[src/hdl/hee_pkg.sv]
// ----------------------------------------------------------------------------
// hee_pkg - shared types and tables for the HTML escape encoder
// Item classes, queue entry layout and the expansion tables.
// ----------------------------------------------------------------------------
`default_nettype none

package hee_pkg;

	localparam int QUEUE_DEPTH_DEF = 2;

	localparam logic [7:0] CH_CR    = 8'd13;
	localparam logic [7:0] CH_LF    = 8'd10;
	localparam logic [7:0] CH_LT    = 8'h3c; // '<'
	localparam logic [7:0] CH_GT    = 8'h3e; // '>'
	localparam logic [7:0] CH_SPACE = 8'h20;
	localparam logic [7:0] CH_AMP   = 8'h26; // '&'
	localparam logic [7:0] CH_SEMI  = 8'h3b; // ';'
	localparam logic [7:0] CH_SLASH = 8'h2f; // '/'
	localparam logic [7:0] CH_B     = 8'h62;
	localparam logic [7:0] CH_R     = 8'h72;
	localparam logic [7:0] CH_L     = 8'h6c;
	localparam logic [7:0] CH_T     = 8'h74;
	localparam logic [7:0] CH_G     = 8'h67;
	localparam logic [7:0] CH_N     = 8'h6e;
	localparam logic [7:0] CH_S     = 8'h73;
	localparam logic [7:0] CH_P     = 8'h70;

	// what the back end emits for one queued item
	typedef enum logic [2:0] {
		CLS_PASS,   // the byte itself
		CLS_BR,     // "<br/>"
		CLS_LT,     // "&lt;"
		CLS_GT,     // "&gt;"
		CLS_NBSP    // "&nbsp;"
	} hee_cls_t;

	typedef struct packed {
		hee_cls_t   cls;
		logic [7:0] raw;
	} hee_item_t;

	typedef struct packed {
		logic empty;
		logic full;
	} hee_q_stat_t;

	// output byte count of a class
	function automatic logic [2:0] seq_len(input hee_cls_t cls);
		logic [2:0] n;
		case (cls)
			CLS_PASS: n = 3'd1;
			CLS_BR:   n = 3'd5;
			CLS_LT:   n = 3'd4;
			CLS_GT:   n = 3'd4;
			CLS_NBSP: n = 3'd6;
			default:  n = 3'd1;
		endcase
		return n;
	endfunction

	// byte number idx of the expansion of a class
	function automatic logic [7:0] seq_char(input hee_cls_t cls, input logic [2:0] idx,
		input logic [7:0] raw);
		logic [7:0] c;
		c = raw;
		case (cls)
			CLS_BR: begin
				case (idx)
					3'd0:    c = CH_LT;
					3'd1:    c = CH_B;
					3'd2:    c = CH_R;
					3'd3:    c = CH_SLASH;
					default: c = CH_GT;
				endcase
			end
			CLS_LT: begin
				case (idx)
					3'd0:    c = CH_AMP;
					3'd1:    c = CH_L;
					3'd2:    c = CH_T;
					default: c = CH_SEMI;
				endcase
			end
			CLS_GT: begin
				case (idx)
					3'd0:    c = CH_AMP;
					3'd1:    c = CH_G;
					3'd2:    c = CH_T;
					default: c = CH_SEMI;
				endcase
			end
			CLS_NBSP: begin
				case (idx)
					3'd0:    c = CH_AMP;
					3'd1:    c = CH_N;
					3'd2:    c = CH_B;
					3'd3:    c = CH_S;
					3'd4:    c = CH_P;
					default: c = CH_SEMI;
				endcase
			end
			default: c = raw;
		endcase
		return c;
	endfunction

endpackage

`default_nettype wire

[src/hdl/hee_channels.sv]
// ----------------------------------------------------------------------------
// hee_channels - handshake channels of the HTML escape encoder
// Text input, encoded output and configuration write channels.
// ----------------------------------------------------------------------------
`default_nettype none

interface hee_in_if;
	logic       valid;
	logic       ready;
	logic [7:0] in_byte;
	logic       end_of_text;
	modport source (output valid, output in_byte, output end_of_text, input ready);
	modport sink   (input valid, input in_byte, input end_of_text, output ready);
endinterface

interface hee_out_if;
	logic       valid;
	logic       ready;
	logic [7:0] out_byte;
	logic       run_last;
	modport source (output valid, output out_byte, output run_last, input ready);
	modport sink   (input valid, input out_byte, input run_last, output ready);
endinterface

interface hee_cfg_if;
	logic valid;
	logic ready;
	logic nbsp_enable;
	modport source (output valid, output nbsp_enable, input ready);
	modport sink   (input valid, input nbsp_enable, output ready);
endinterface

`default_nettype wire

[src/hdl/hee_front.sv]
// ----------------------------------------------------------------------------
// hee_front - classifier
// Sorts each accepted byte into an expansion class and tracks line breaks.
// ----------------------------------------------------------------------------
`default_nettype none

module hee_front (
	input  wire logic              clk,
	input  wire logic              arst_n,
	input  wire logic              accept,
	input  wire logic [7:0]        in_byte,
	input  wire logic              end_of_text,
	input  wire logic              nbsp_enable,
	output logic                   push,
	output hee_pkg::hee_item_t     item
);

	logic prev_break_q;
	logic is_break;
	logic drop;

	assign is_break = (in_byte == hee_pkg::CH_CR) || (in_byte == hee_pkg::CH_LF);
	// repeated break: consumed, nothing queued
	assign drop     = is_break && prev_break_q;
	assign push     = accept && !drop;

	always_comb begin
		item.raw = in_byte;
		if (is_break) begin
			item.cls = hee_pkg::CLS_BR;
		end else if (in_byte == hee_pkg::CH_LT) begin
			item.cls = hee_pkg::CLS_LT;
		end else if (in_byte == hee_pkg::CH_GT) begin
			item.cls = hee_pkg::CLS_GT;
		end else if (in_byte == hee_pkg::CH_SPACE && nbsp_enable) begin
			item.cls = hee_pkg::CLS_NBSP;
		end else begin
			item.cls = hee_pkg::CLS_PASS;
		end
	end

	always_ff @(posedge clk or negedge arst_n) begin
		if (!arst_n) begin
			prev_break_q <= 1'b0;
		end else if (accept) begin
			prev_break_q <= is_break && !end_of_text;
		end
	end

endmodule

`default_nettype wire

[src/hdl/hee_queue.sv]
// ----------------------------------------------------------------------------
// hee_queue - item queue between classifier and expander
// Small register FIFO; push is refused while full.
// ----------------------------------------------------------------------------
`default_nettype none

module hee_queue #(
	parameter int DEPTH = hee_pkg::QUEUE_DEPTH_DEF
) (
	input  wire logic               clk,
	input  wire logic               arst_n,
	input  wire logic               push,
	input  wire hee_pkg::hee_item_t wdata,
	input  wire logic               pop,
	output hee_pkg::hee_item_t      rdata,
	output hee_pkg::hee_q_stat_t    stat
);

	localparam int PTR_W = (DEPTH > 1) ? $clog2(DEPTH) : 1;
	localparam int CNT_W = $clog2(DEPTH + 1);

	hee_pkg::hee_item_t mem_q [DEPTH];
	logic [PTR_W-1:0]   wr_ptr_q;
	logic [PTR_W-1:0]   rd_ptr_q;
	logic [CNT_W-1:0]   count_q;
	logic               do_push;
	logic               do_pop;

	assign stat.empty = (count_q == '0);
	assign stat.full  = (count_q == CNT_W'(DEPTH));
	assign do_push    = push && !stat.full;
	assign do_pop     = pop && !stat.empty;
	assign rdata      = mem_q[rd_ptr_q];

	function automatic logic [PTR_W-1:0] next_ptr(input logic [PTR_W-1:0] p);
		return (p == PTR_W'(DEPTH - 1)) ? '0 : p + 1'b1;
	endfunction

	always_ff @(posedge clk) begin
		if (do_push) begin
			mem_q[wr_ptr_q] <= wdata;
		end
	end

	always_ff @(posedge clk or negedge arst_n) begin
		if (!arst_n) begin
			wr_ptr_q <= '0;
			rd_ptr_q <= '0;
			count_q  <= '0;
		end else begin
			if (do_push) begin
				wr_ptr_q <= next_ptr(wr_ptr_q);
			end
			if (do_pop) begin
				rd_ptr_q <= next_ptr(rd_ptr_q);
			end
			case ({do_push, do_pop})
				2'b10:   count_q <= count_q + 1'b1;
				2'b01:   count_q <= count_q - 1'b1;
				default: count_q <= count_q;
			endcase
		end
	end

endmodule

`default_nettype wire

[src/hdl/hee_back.sv]
// ----------------------------------------------------------------------------
// hee_back - expander
// Walks the head item's expansion one output byte per cycle while out_ready is high.
// ----------------------------------------------------------------------------
`default_nettype none

module hee_back (
	input  wire logic              clk,
	input  wire logic              arst_n,
	input  wire logic              head_valid,
	input  wire hee_pkg::hee_item_t head,
	output logic                   pop,
	output logic                   out_valid,
	input  wire logic              out_ready,
	output logic [7:0]             out_byte,
	output logic                   run_last
);

	logic [2:0] idx_q;
	logic       fire;

	assign out_valid = head_valid;
	assign out_byte  = hee_pkg::seq_char(head.cls, idx_q, head.raw);
	assign run_last  = (idx_q == hee_pkg::seq_len(head.cls) - 3'd1);
	assign fire      = out_valid && out_ready;
	assign pop       = fire && run_last;

	always_ff @(posedge clk or negedge arst_n) begin
		if (!arst_n) begin
			idx_q <= '0;
		end else if (fire) begin
			idx_q <= run_last ? 3'd0 : idx_q + 3'd1;
		end
	end

endmodule

`default_nettype wire

[src/hdl/html_escape_encoder.sv]
// ----------------------------------------------------------------------------
// html_escape_encoder - streaming HTML escape encoder
// Turns a text byte stream into its HTML-escaped form, one byte per cycle when not stalled.
// ----------------------------------------------------------------------------
//  channel   dir  handshake      payload
//  text      in   valid/ready    in_byte[7:0], end_of_text
//  encoded   out  valid/ready    out_byte[7:0], run_last
//  cfg       in   valid/ready    nbsp_enable (always ready)
//
//  Plain bytes go through as one output byte each, back to back. A tag or
//  entity holds the expander for 4 to 6 output bytes (one per cycle while
//  the output is ready); input keeps being taken until the item queue
//  fills, so the output port's one byte per cycle sets the sustained rate.
//  Collapsed line breaks are taken in and give no output. arst_n clears
//  the queue, the expander position, the line-break flag and nbsp_enable.
// ----------------------------------------------------------------------------
`default_nettype none

module html_escape_encoder #(
	parameter int QUEUE_DEPTH = hee_pkg::QUEUE_DEPTH_DEF
) (
	input  wire logic   clk,
	input  wire logic   arst_n,
	hee_in_if.sink      text,
	hee_out_if.source   encoded,
	hee_cfg_if.sink     cfg
);

	logic                  nbsp_q;
	logic                  text_fire;
	logic                  q_push;
	logic                  q_pop;
	hee_pkg::hee_item_t    push_item;
	hee_pkg::hee_item_t    head_item;
	hee_pkg::hee_q_stat_t  q_stat;

	// configuration: single register, written whenever offered
	assign cfg.ready = 1'b1;

	always_ff @(posedge clk or negedge arst_n) begin
		if (!arst_n) begin
			nbsp_q <= 1'b0;
		end else if (cfg.valid) begin
			nbsp_q <= cfg.nbsp_enable;
		end
	end

	// front end takes a byte whenever the queue has a free slot
	assign text.ready = !q_stat.full;
	assign text_fire  = text.valid && text.ready;

	hee_front u_front (
		.clk         (clk),
		.arst_n      (arst_n),
		.accept      (text_fire),
		.in_byte     (text.in_byte),
		.end_of_text (text.end_of_text),
		.nbsp_enable (nbsp_q),
		.push        (q_push),
		.item        (push_item)
	);

	hee_queue #(
		.DEPTH (QUEUE_DEPTH)
	) u_queue (
		.clk    (clk),
		.arst_n (arst_n),
		.push   (q_push),
		.wdata  (push_item),
		.pop    (q_pop),
		.rdata  (head_item),
		.stat   (q_stat)
	);

	// back end drains the head item onto the output port
	hee_back u_back (
		.clk        (clk),
		.arst_n     (arst_n),
		.head_valid (!q_stat.empty),
		.head       (head_item),
		.pop        (q_pop),
		.out_valid  (encoded.valid),
		.out_ready  (encoded.ready),
		.out_byte   (encoded.out_byte),
		.run_last   (encoded.run_last)
	);

`ifndef SYNTHESIS
	// a push is never offered into a full queue
	a_no_push_full: assert property (@(posedge clk) disable iff (!arst_n)
		q_stat.full |-> !q_push)
		else $error("push into full queue");

	// an escaped '<' always reaches the queue
	a_lt_queued: assert property (@(posedge clk) disable iff (!arst_n)
		(text_fire && text.in_byte == hee_pkg::CH_LT) |-> q_push)
		else $error("'<' not queued");

	// mid-expansion the next byte is already pending
	a_run_continues: assert property (@(posedge clk) disable iff (!arst_n)
		(encoded.valid && encoded.ready && !encoded.run_last) |=> encoded.valid)
		else $error("expansion broken off");
`endif

endmodule

`default_nettype wire
[src/flat_wrapper.sv]
// flat-port wrapper written by rule: the top's interface ports become plain ports
module html_escape_encoder_flat 
#(
	parameter int QUEUE_DEPTH = hee_pkg::QUEUE_DEPTH_DEF
)
  (clk, arst_n, text_valid, text_in_byte, text_end_of_text, text_ready, encoded_valid, encoded_out_byte, encoded_run_last, encoded_ready, cfg_valid, cfg_nbsp_enable, cfg_ready);
  hee_in_if text_i ();
  hee_out_if encoded_i ();
  hee_cfg_if cfg_i ();
  input  wire logic clk;
  input  wire logic arst_n;
  input wire logic [$bits(text_i.valid)-1:0] text_valid;
  input wire logic [$bits(text_i.in_byte)-1:0] text_in_byte;
  input wire logic [$bits(text_i.end_of_text)-1:0] text_end_of_text;
  output wire logic [$bits(text_i.ready)-1:0] text_ready;
  output wire logic [$bits(encoded_i.valid)-1:0] encoded_valid;
  output wire logic [$bits(encoded_i.out_byte)-1:0] encoded_out_byte;
  output wire logic [$bits(encoded_i.run_last)-1:0] encoded_run_last;
  input wire logic [$bits(encoded_i.ready)-1:0] encoded_ready;
  input wire logic [$bits(cfg_i.valid)-1:0] cfg_valid;
  input wire logic [$bits(cfg_i.nbsp_enable)-1:0] cfg_nbsp_enable;
  output wire logic [$bits(cfg_i.ready)-1:0] cfg_ready;
  assign text_i.valid = text_valid;
  assign text_i.in_byte = text_in_byte;
  assign text_i.end_of_text = text_end_of_text;
  assign text_ready = text_i.ready;
  assign encoded_valid = encoded_i.valid;
  assign encoded_out_byte = encoded_i.out_byte;
  assign encoded_run_last = encoded_i.run_last;
  assign encoded_i.ready = encoded_ready;
  assign cfg_i.valid = cfg_valid;
  assign cfg_i.nbsp_enable = cfg_nbsp_enable;
  assign cfg_ready = cfg_i.ready;
  html_escape_encoder #(.QUEUE_DEPTH(QUEUE_DEPTH)) u_core (.clk(clk), .arst_n(arst_n), .text(text_i), .encoded(encoded_i), .cfg(cfg_i));
endmodule
[config.mk]
export PLATFORM = sky130hd
export DESIGN_NAME = html_escape_encoder_flat
export DESIGN_NICKNAME = d
export VERILOG_FILES = /design/src/hdl/hee_pkg.sv /design/src/hdl/hee_channels.sv /design/src/hdl/hee_front.sv /design/src/hdl/hee_queue.sv /design/src/hdl/hee_back.sv /design/src/hdl/html_escape_encoder.sv /design/src/flat_wrapper.sv
export SDC_FILE = /design/constraint.sdc
export NUM_CORES = 1
export LEC_CHECK = 0
export BUFFER_PORTS_ARGS = -buffer_cell sky130_fd_sc_hd__buf_2
export CORE_ASPECT_RATIO = 0.75
export CORE_MARGIN = 4
export CORE_UTILIZATION = 25
export CTS_CLUSTER_DIAMETER = 30
export CTS_CLUSTER_SIZE = 20
export DETAILED_ROUTE_END_ITERATION = 10
export PLACE_DENSITY = 0.47
export SYNTH_ARGS = -nofsm -noshare
export SYNTH_HDL_FRONTEND = slang
export SYNTH_SLANG_ARGS = --single-unit
export TNS_END_PERCENT = 100
[constraint.sdc]
create_clock -name clk -period 2.6 [get_ports clk]
set_input_delay 0 -clock clk [delete_from_list [all_inputs] [get_ports clk]]
set_output_delay 0 -clock clk [all_outputs]
set_load 0.02 [all_outputs]
* Word level (Yosys, flattened, before mapping)
Memory sizes are Yosys's and may differ from the RTL's.
Cells that the tools add are included.
** Word-level totals
- Output and inout port bits :: 12
- Bits of input ports :: 15
- Bits in writable memories :: 22
- Bits in registers :: 9
- Memories :: 1
** Operators by class
- Add/subtract/negate cells :: 6
- Muxes and demuxes :: 16
- Equal/unequal tests :: 17
- Reductions and logical operators :: 18
** Memories
- u_core.u_queue.mem_q :: words 2, bits a word 11, read ports 1, clocked after Yosys merged registers in 0, write ports 1, line hee_queue.sv:22 : hee_pkg::hee_item_t mem_q [DEPTH];
** Operator list (count)
- 7-bit case mux with 3 select lines :: 2
- 7-bit case mux with 5 select lines :: 1
- 8-bit case mux with 4 select lines :: 1
- 7-bit case mux with 4 select lines :: 1
- 8-bit by 6-bit == test with 1-bit output, second input constant :: 3
- 8-bit by 4-bit == test with 1-bit output, second input constant :: 2
- 3-bit two-way mux :: 5
- 3-bit by 2-bit == test with 1-bit output, second input constant :: 4
- 1-bit logical AND :: 9
- 3-bit case mux with 3 select lines :: 1
- 3-bit by 1-bit == test with 1-bit output, second input constant :: 2
- 3-bit == test, second input constant :: 2
- 2-bit == test, second input constant :: 2
- 1-bit zero test :: 4
- 1-bit two-way mux :: 4
- 2-bit case mux with 2 select lines :: 1
- 3-bit by 1-bit adder with 3-bit output, second input constant :: 1
- 3-bit == test :: 1
- 3-bit zero test :: 1
- 3-bit by 1-bit subtractor with 3-bit output, second input constant :: 1
- 1-bit adder, second input constant :: 2
- 2-bit by 1-bit adder with 2-bit output, second input constant :: 1
- 2-bit by 1-bit == test with 1-bit output, second input constant :: 1
- 2-bit zero test :: 1
- other kinds (4) :: 4

* Logic depth before layout (Yosys ltp)
An unclocked memory read counts as a cell.
- Depth in word-level cells :: 10
- Gate-level depth with buffers :: 10
- Mapped depth without buffers :: 8

* Cells and area by module
A second synthesis with hierarchy kept.
** Second synthesis, totals
- Cells, all modules :: 194
- Area, all modules :: 2006.9 um^2
** By module, submodules not included
- hee_queue :: area an instance 988.4 um^2, sequential area each 760.7 um^2, cells an instance 52, instances 1
- hee_back :: area an instance 750.7 um^2, sequential area each 75.1 um^2, cells an instance 111, instances 1
- hee_front :: area an instance 202.7 um^2, sequential area each 25.0 um^2, cells an instance 24, instances 1
- html_escape_encoder :: area an instance 65.1 um^2, sequential area each 25.0 um^2, cells an instance 7, instances 1

* Worst setup path before layout
Ideal clock, no wire load.
- Path kind :: register to register
- Start :: register u_core.u_queue.rd_ptr_q
- End :: register u_core.u_queue.count_q[1]
- Cell stages (with the launch flop) :: 9
- Arrival time :: 1.924 ns
- Clock period less this slack :: 2.003 ns
- Setup time :: 0.079 ns
- Data required time :: 2.521 ns
- Setup slack :: 0.597 ns
- Path through :: dfrtp_1 buf_6 mux2_4 buf_6 a32oi_2 a31oi_2 ha_1 nor2_1 xor2_1
** On the way
- Longest elaborated chain between the ends :: 10
** RTL lines
- start, declared :: line hee_queue.sv:24 : logic [PTR_W-1:0] rd_ptr_q;
- start signal, assigned :: line hee_queue.sv:55 : rd_ptr_q <= next_ptr(rd_ptr_q);
- memory read 2 x 11 bit (*)
- 3-bit by 2-bit == test with 1-bit output :: line hee_pkg.sv:50 : case (cls)
- 2-bit OR reduction (no source line)
- 3-bit case mux with 3 select lines (*) :: line hee_pkg.sv:50
- 3-bit by 1-bit subtractor with 3-bit output (*) :: line hee_back.sv:24 : assign run_last = (idx_q == hee_pkg::seq_len(head.cls) - 3'd1);
- 3-bit == test (*) :: line hee_back.sv:24
- 1-bit logical AND (*) :: line hee_back.sv:26 : assign pop = fire && run_last;
- 1-bit logical AND (*) :: line hee_queue.sv:32 : assign do_pop = pop && !stat.empty;
- via u_core.u_queue.do_pop :: line hee_queue.sv:27 : logic do_pop;
- 2-bit by 1-bit == test with 1-bit output or 2-bit == test (tied branches) :: line hee_queue.sv:57 : case ({do_push, do_pop})
- 2-bit case mux with 2 select lines or 2-bit nonzero test (tied branches)
- end signal, assigned :: line hee_queue.sv:58 : 2'b10: count_q <= count_q + 1'b1;
- end signal, assigned :: line hee_queue.sv:59 : 2'b01: count_q <= count_q - 1'b1;
- end signal, assigned :: line hee_queue.sv:60 : default: count_q <= count_q;
- end, declared :: line hee_queue.sv:25 : logic [CNT_W-1:0] count_q;
Mark *: on every way through the listed nets, which the timed path passes. The rest lies on a longest branch.
A chain may end at the register's enable or synchronous reset.

* Final worst setup path
Ends and elaborated chain as after synthesis.

==> flow_summary.toml <==
[power_and_ir_drop]
cellPowerDensity_nw_per_um2 = 1280
totalPowerFinal_w = 0.00310
comb_power_share = 0.550
seqPwrFrac = 0.269
power_frac_clock = 0.181
p_sw_frac = 0.431
ir_worst_vdd_mv = 0.334
p_leak_nw = 0.952
internal-power_w = 0.00176
p_sw_w = 0.00133

[detailed_routing]
wl_per_cell_um = 13.2
drc_errors = 0
wirelength_um = 4170
drt_iter0_markers = 84
drtAntennaViolNets = 0
drt_first_pass_iters = 4
vias = 1413
viasPerCell = 4.49

[timing]
rsz0062_at_grt = "no"
setup_viol_count_final = 0
worst_pin_slew_ns = 0.979
relSlewSlack = 0.345
min_period_ns = 2.42
finalHoldViolations = 0
hold-worst-slack_ns = 0.0593
slew_viol_final = 0
setup_tns_ns = 0
period_share = 0.930
skew_ns = 0.00975
timing.fmax_ghz = 0.414

[clock_tree]
clk-insertion-delay-late_ns = 0.28
cts_sinks = 31
clk_pin_slew_ns = 0.07
cts_htree_levels = 2
cts_tree = "yes"
numCtsBuffers = 5
cts_root_buf = "clkbuf_8"
cts_buffer_depth = 2

[die]
die_w_um = 109
die_area_um2 = 9130
rows = 27
start_util = 0.258
die_y_um = 83.7
io_pins = 27
core_area_um2 = 7400

[yosys]
ys_ff_latch = 31
synth-edff-count = 22
synth_top_cell_by_area = "edfxtp_1"
synth_cells = 170
synth_top_cell_area_share = 0.346
postSynthAreaPerCell_um2 = 11.2
synth_flop_cell = "edfxtp_1"
async_reset_ff_frac = 0.290
ys_seq_area_frac = 0.463
syn-num-nets = 191
synthTopCellsByCount = "edfxtp_1 (22), nor2_1 (22), nand2_1 (11), dfrtp_1 (9), o21ai_0 (8)"
synthTopCellsByArea = "edfxtp_1 (35%), dfrtp_1 (12%), nor2_1 (4.3%)"
syn_area_um2 = 1910
ys_types = 51
synth_warnings = 0

[global_routing]
grt_overflow_total = 0
antenna_found_initial = 0
grt_pass1_vias = 1387
grt_start_max_net_pins = 12
grt_pass1_wl_um = 7040
grt_use_total = 0.0967

[setup_path]
cp_data_arrival_time_ns = 2.62
cp_max_fo = 10
slowest_delay_ns = 0.63
path_class = "register to register"
crit_buf_inv = 0
startpoint_type = "register"
crit_slowest_cell = "dfrtp_1"
worstSetupEndpointType = "register"
critPathTopFamily = "flip-flops"
path_cells = "mux2i_4, nand2_4, a32oi_2, a31oi_2, ha_1, nor2_1, xor2_1"
crit_required_ns = 2.80

[placed_design]
io_buffers = 25
hpwl_um = 3230
place_congestion = 0.829

[run]
maxCapViolations = 0

[run_status]
status = "complete, no violations"

[final_layout]
layout-drive-gt1-share = 0.285
antenna_cells = 0
nets = 234
area_delta_synth_final_pct = 26.2

[hold_path]
hold_class = "input port to register"
==> layer usage <==
metal	global-route usage	vias to the layer above	routed length, um
met4	0.0172	0	10
met3	0.0302	2	229
met2	0.130	34	1710
met1	0.150	658	2220
met5	0	-	0
li1	-	719	-
==> cells by family (layout without fill, tap and decap cells) <==
group | count (synthesis) | in the layout | share of synthesized area
other cells | 1 | 1 | 0.00196
flops | 31 | 31 | 0.463
xor+xnor | 6 | 6 | 0.0275
simple gates | 62 | 62 | 0.175
mux | 16 | 16 | 0.111
compound gates | 35 | 35 | 0.137
fa+ha+maj | 6 | 6 | 0.0393
buf+inv | 13 | 57 | 0.0445
==> worst min-delay path, stage by stage <==
cell	delay, ns
buf_2	0.08
nor2_1	0.03
a22o_1	0.19
==> registers in the layout (all words and copies together), names as in the netlist <==
signal / cells
u_core.u_back.idx_q: 3
u_core.u_queue.wr_ptr_q: 1
u_core.u_queue.count_q: 2
u_core.u_queue.rd_ptr_q: 1
u_core.u_front.prev_break_q: 1
u_core.nbsp_q: 1
u_core.u_queue.mem_q: 22
==> metrics by stage <==
step,area [um2],utilization,setup slack [ns],instances
floorplan,1910,-,0.597,170
finish,2410,0.326,0.182,315
detailed placement,2140,0.290,0.159,294
global placement,2140,0.290,0.263,294
CTS,2380,0.322,0.134,313
global route,2410,0.326,0.0590,315
==> area by class of cell <==
| cell class | instances | area, um2 |
|---|---|---|
| clock buffer | 6 | 72.6 |
| clock inverter | 2 | 60.1 |
| tap | 101 | 126 |
| multi-input combinational | 126 | 941 |
| fill | 754 | 4980 |
| inverter | 5 | 18.8 |
| sequential | 31 | 887 |
| timing repair buffer | 44 | 308 |
==> cell usage in the layout, fill, tap and decap left out, types with 2 or more instances in the layout <==
cell type,count
a21o_1,2
a21oi_1,5
a31oi_1,2
a31oi_2,2
buf_2,25
buf_4,7
bufinv_16,2
clkbuf_8,5
dfrtp_1,8
dlygate4sd3_1,11
edfxtp_1,22
ha_1,6
inv_1,5
mux2_2,4
mux2_4,2
mux2i_1,7
mux2i_4,3
nand2_1,11
nand3_1,5
nor2_1,22
nor2b_1,3
nor3_1,6
nor3b_1,3
nor4_1,2
o21ai_0,8
o21ai_1,2
xnor2_1,4
xor2_1,2
==> power groups by stage <==
| stage | Combinational [W] | Sequential [W] | Clock [W] |
|---|---|---|---|
| finish | 0.00170 | 0.000834 | 0.000560 |
| global route | 0.00189 | 0.000856 | 0.000596 |
| CTS | 0.00168 | 0.000835 | 0.000571 |
| detailed placement | 0.00165 | 0.000846 | 0 |
| global placement | 0.00168 | 0.000846 | 0 |
| floorplan | 0.00132 | 0.000765 | 0 |
==> repair_timing <==
action	4_1_cts	5_1_grt
hold buffers	11	0
hold endpoints to repair	26	0
gates resized for setup	0	1
endpoints found under the setup margin	0	3
buffers inserted	0	2
==> worst paths after layout <==
path / from / to / slack [ns] / depth (start not counted)
setup reg to reg: u_core.u_queue.rd_ptr_q$_DFFE_PN0P_ / u_core.u_queue.count_q[1]$_DFFE_PN0P_ / 0.18 / 7
min in group asynchronous: arst_n / u_core.u_front.prev_break_q$_DFFE_PN0P_ / 0.10 / 2
hold / removal: text_end_of_text / u_core.u_front.prev_break_q$_DFFE_PN0P_ / 0.06 / 3
hold reg to reg: u_core.u_queue.count_q[1]$_DFFE_PN0P_ / u_core.u_queue.count_q[1]$_DFFE_PN0P_ / 0.49 / 1
setup / recovery: u_core.u_queue.rd_ptr_q$_DFFE_PN0P_ / u_core.u_queue.count_q[1]$_DFFE_PN0P_ / 0.18 / 7
max in group asynchronous: arst_n / u_core.u_back.idx_q[0]$_DFFE_PN0P_ / 2.29 / 2
Note: power is estimated with default switching activity, not from simulation.
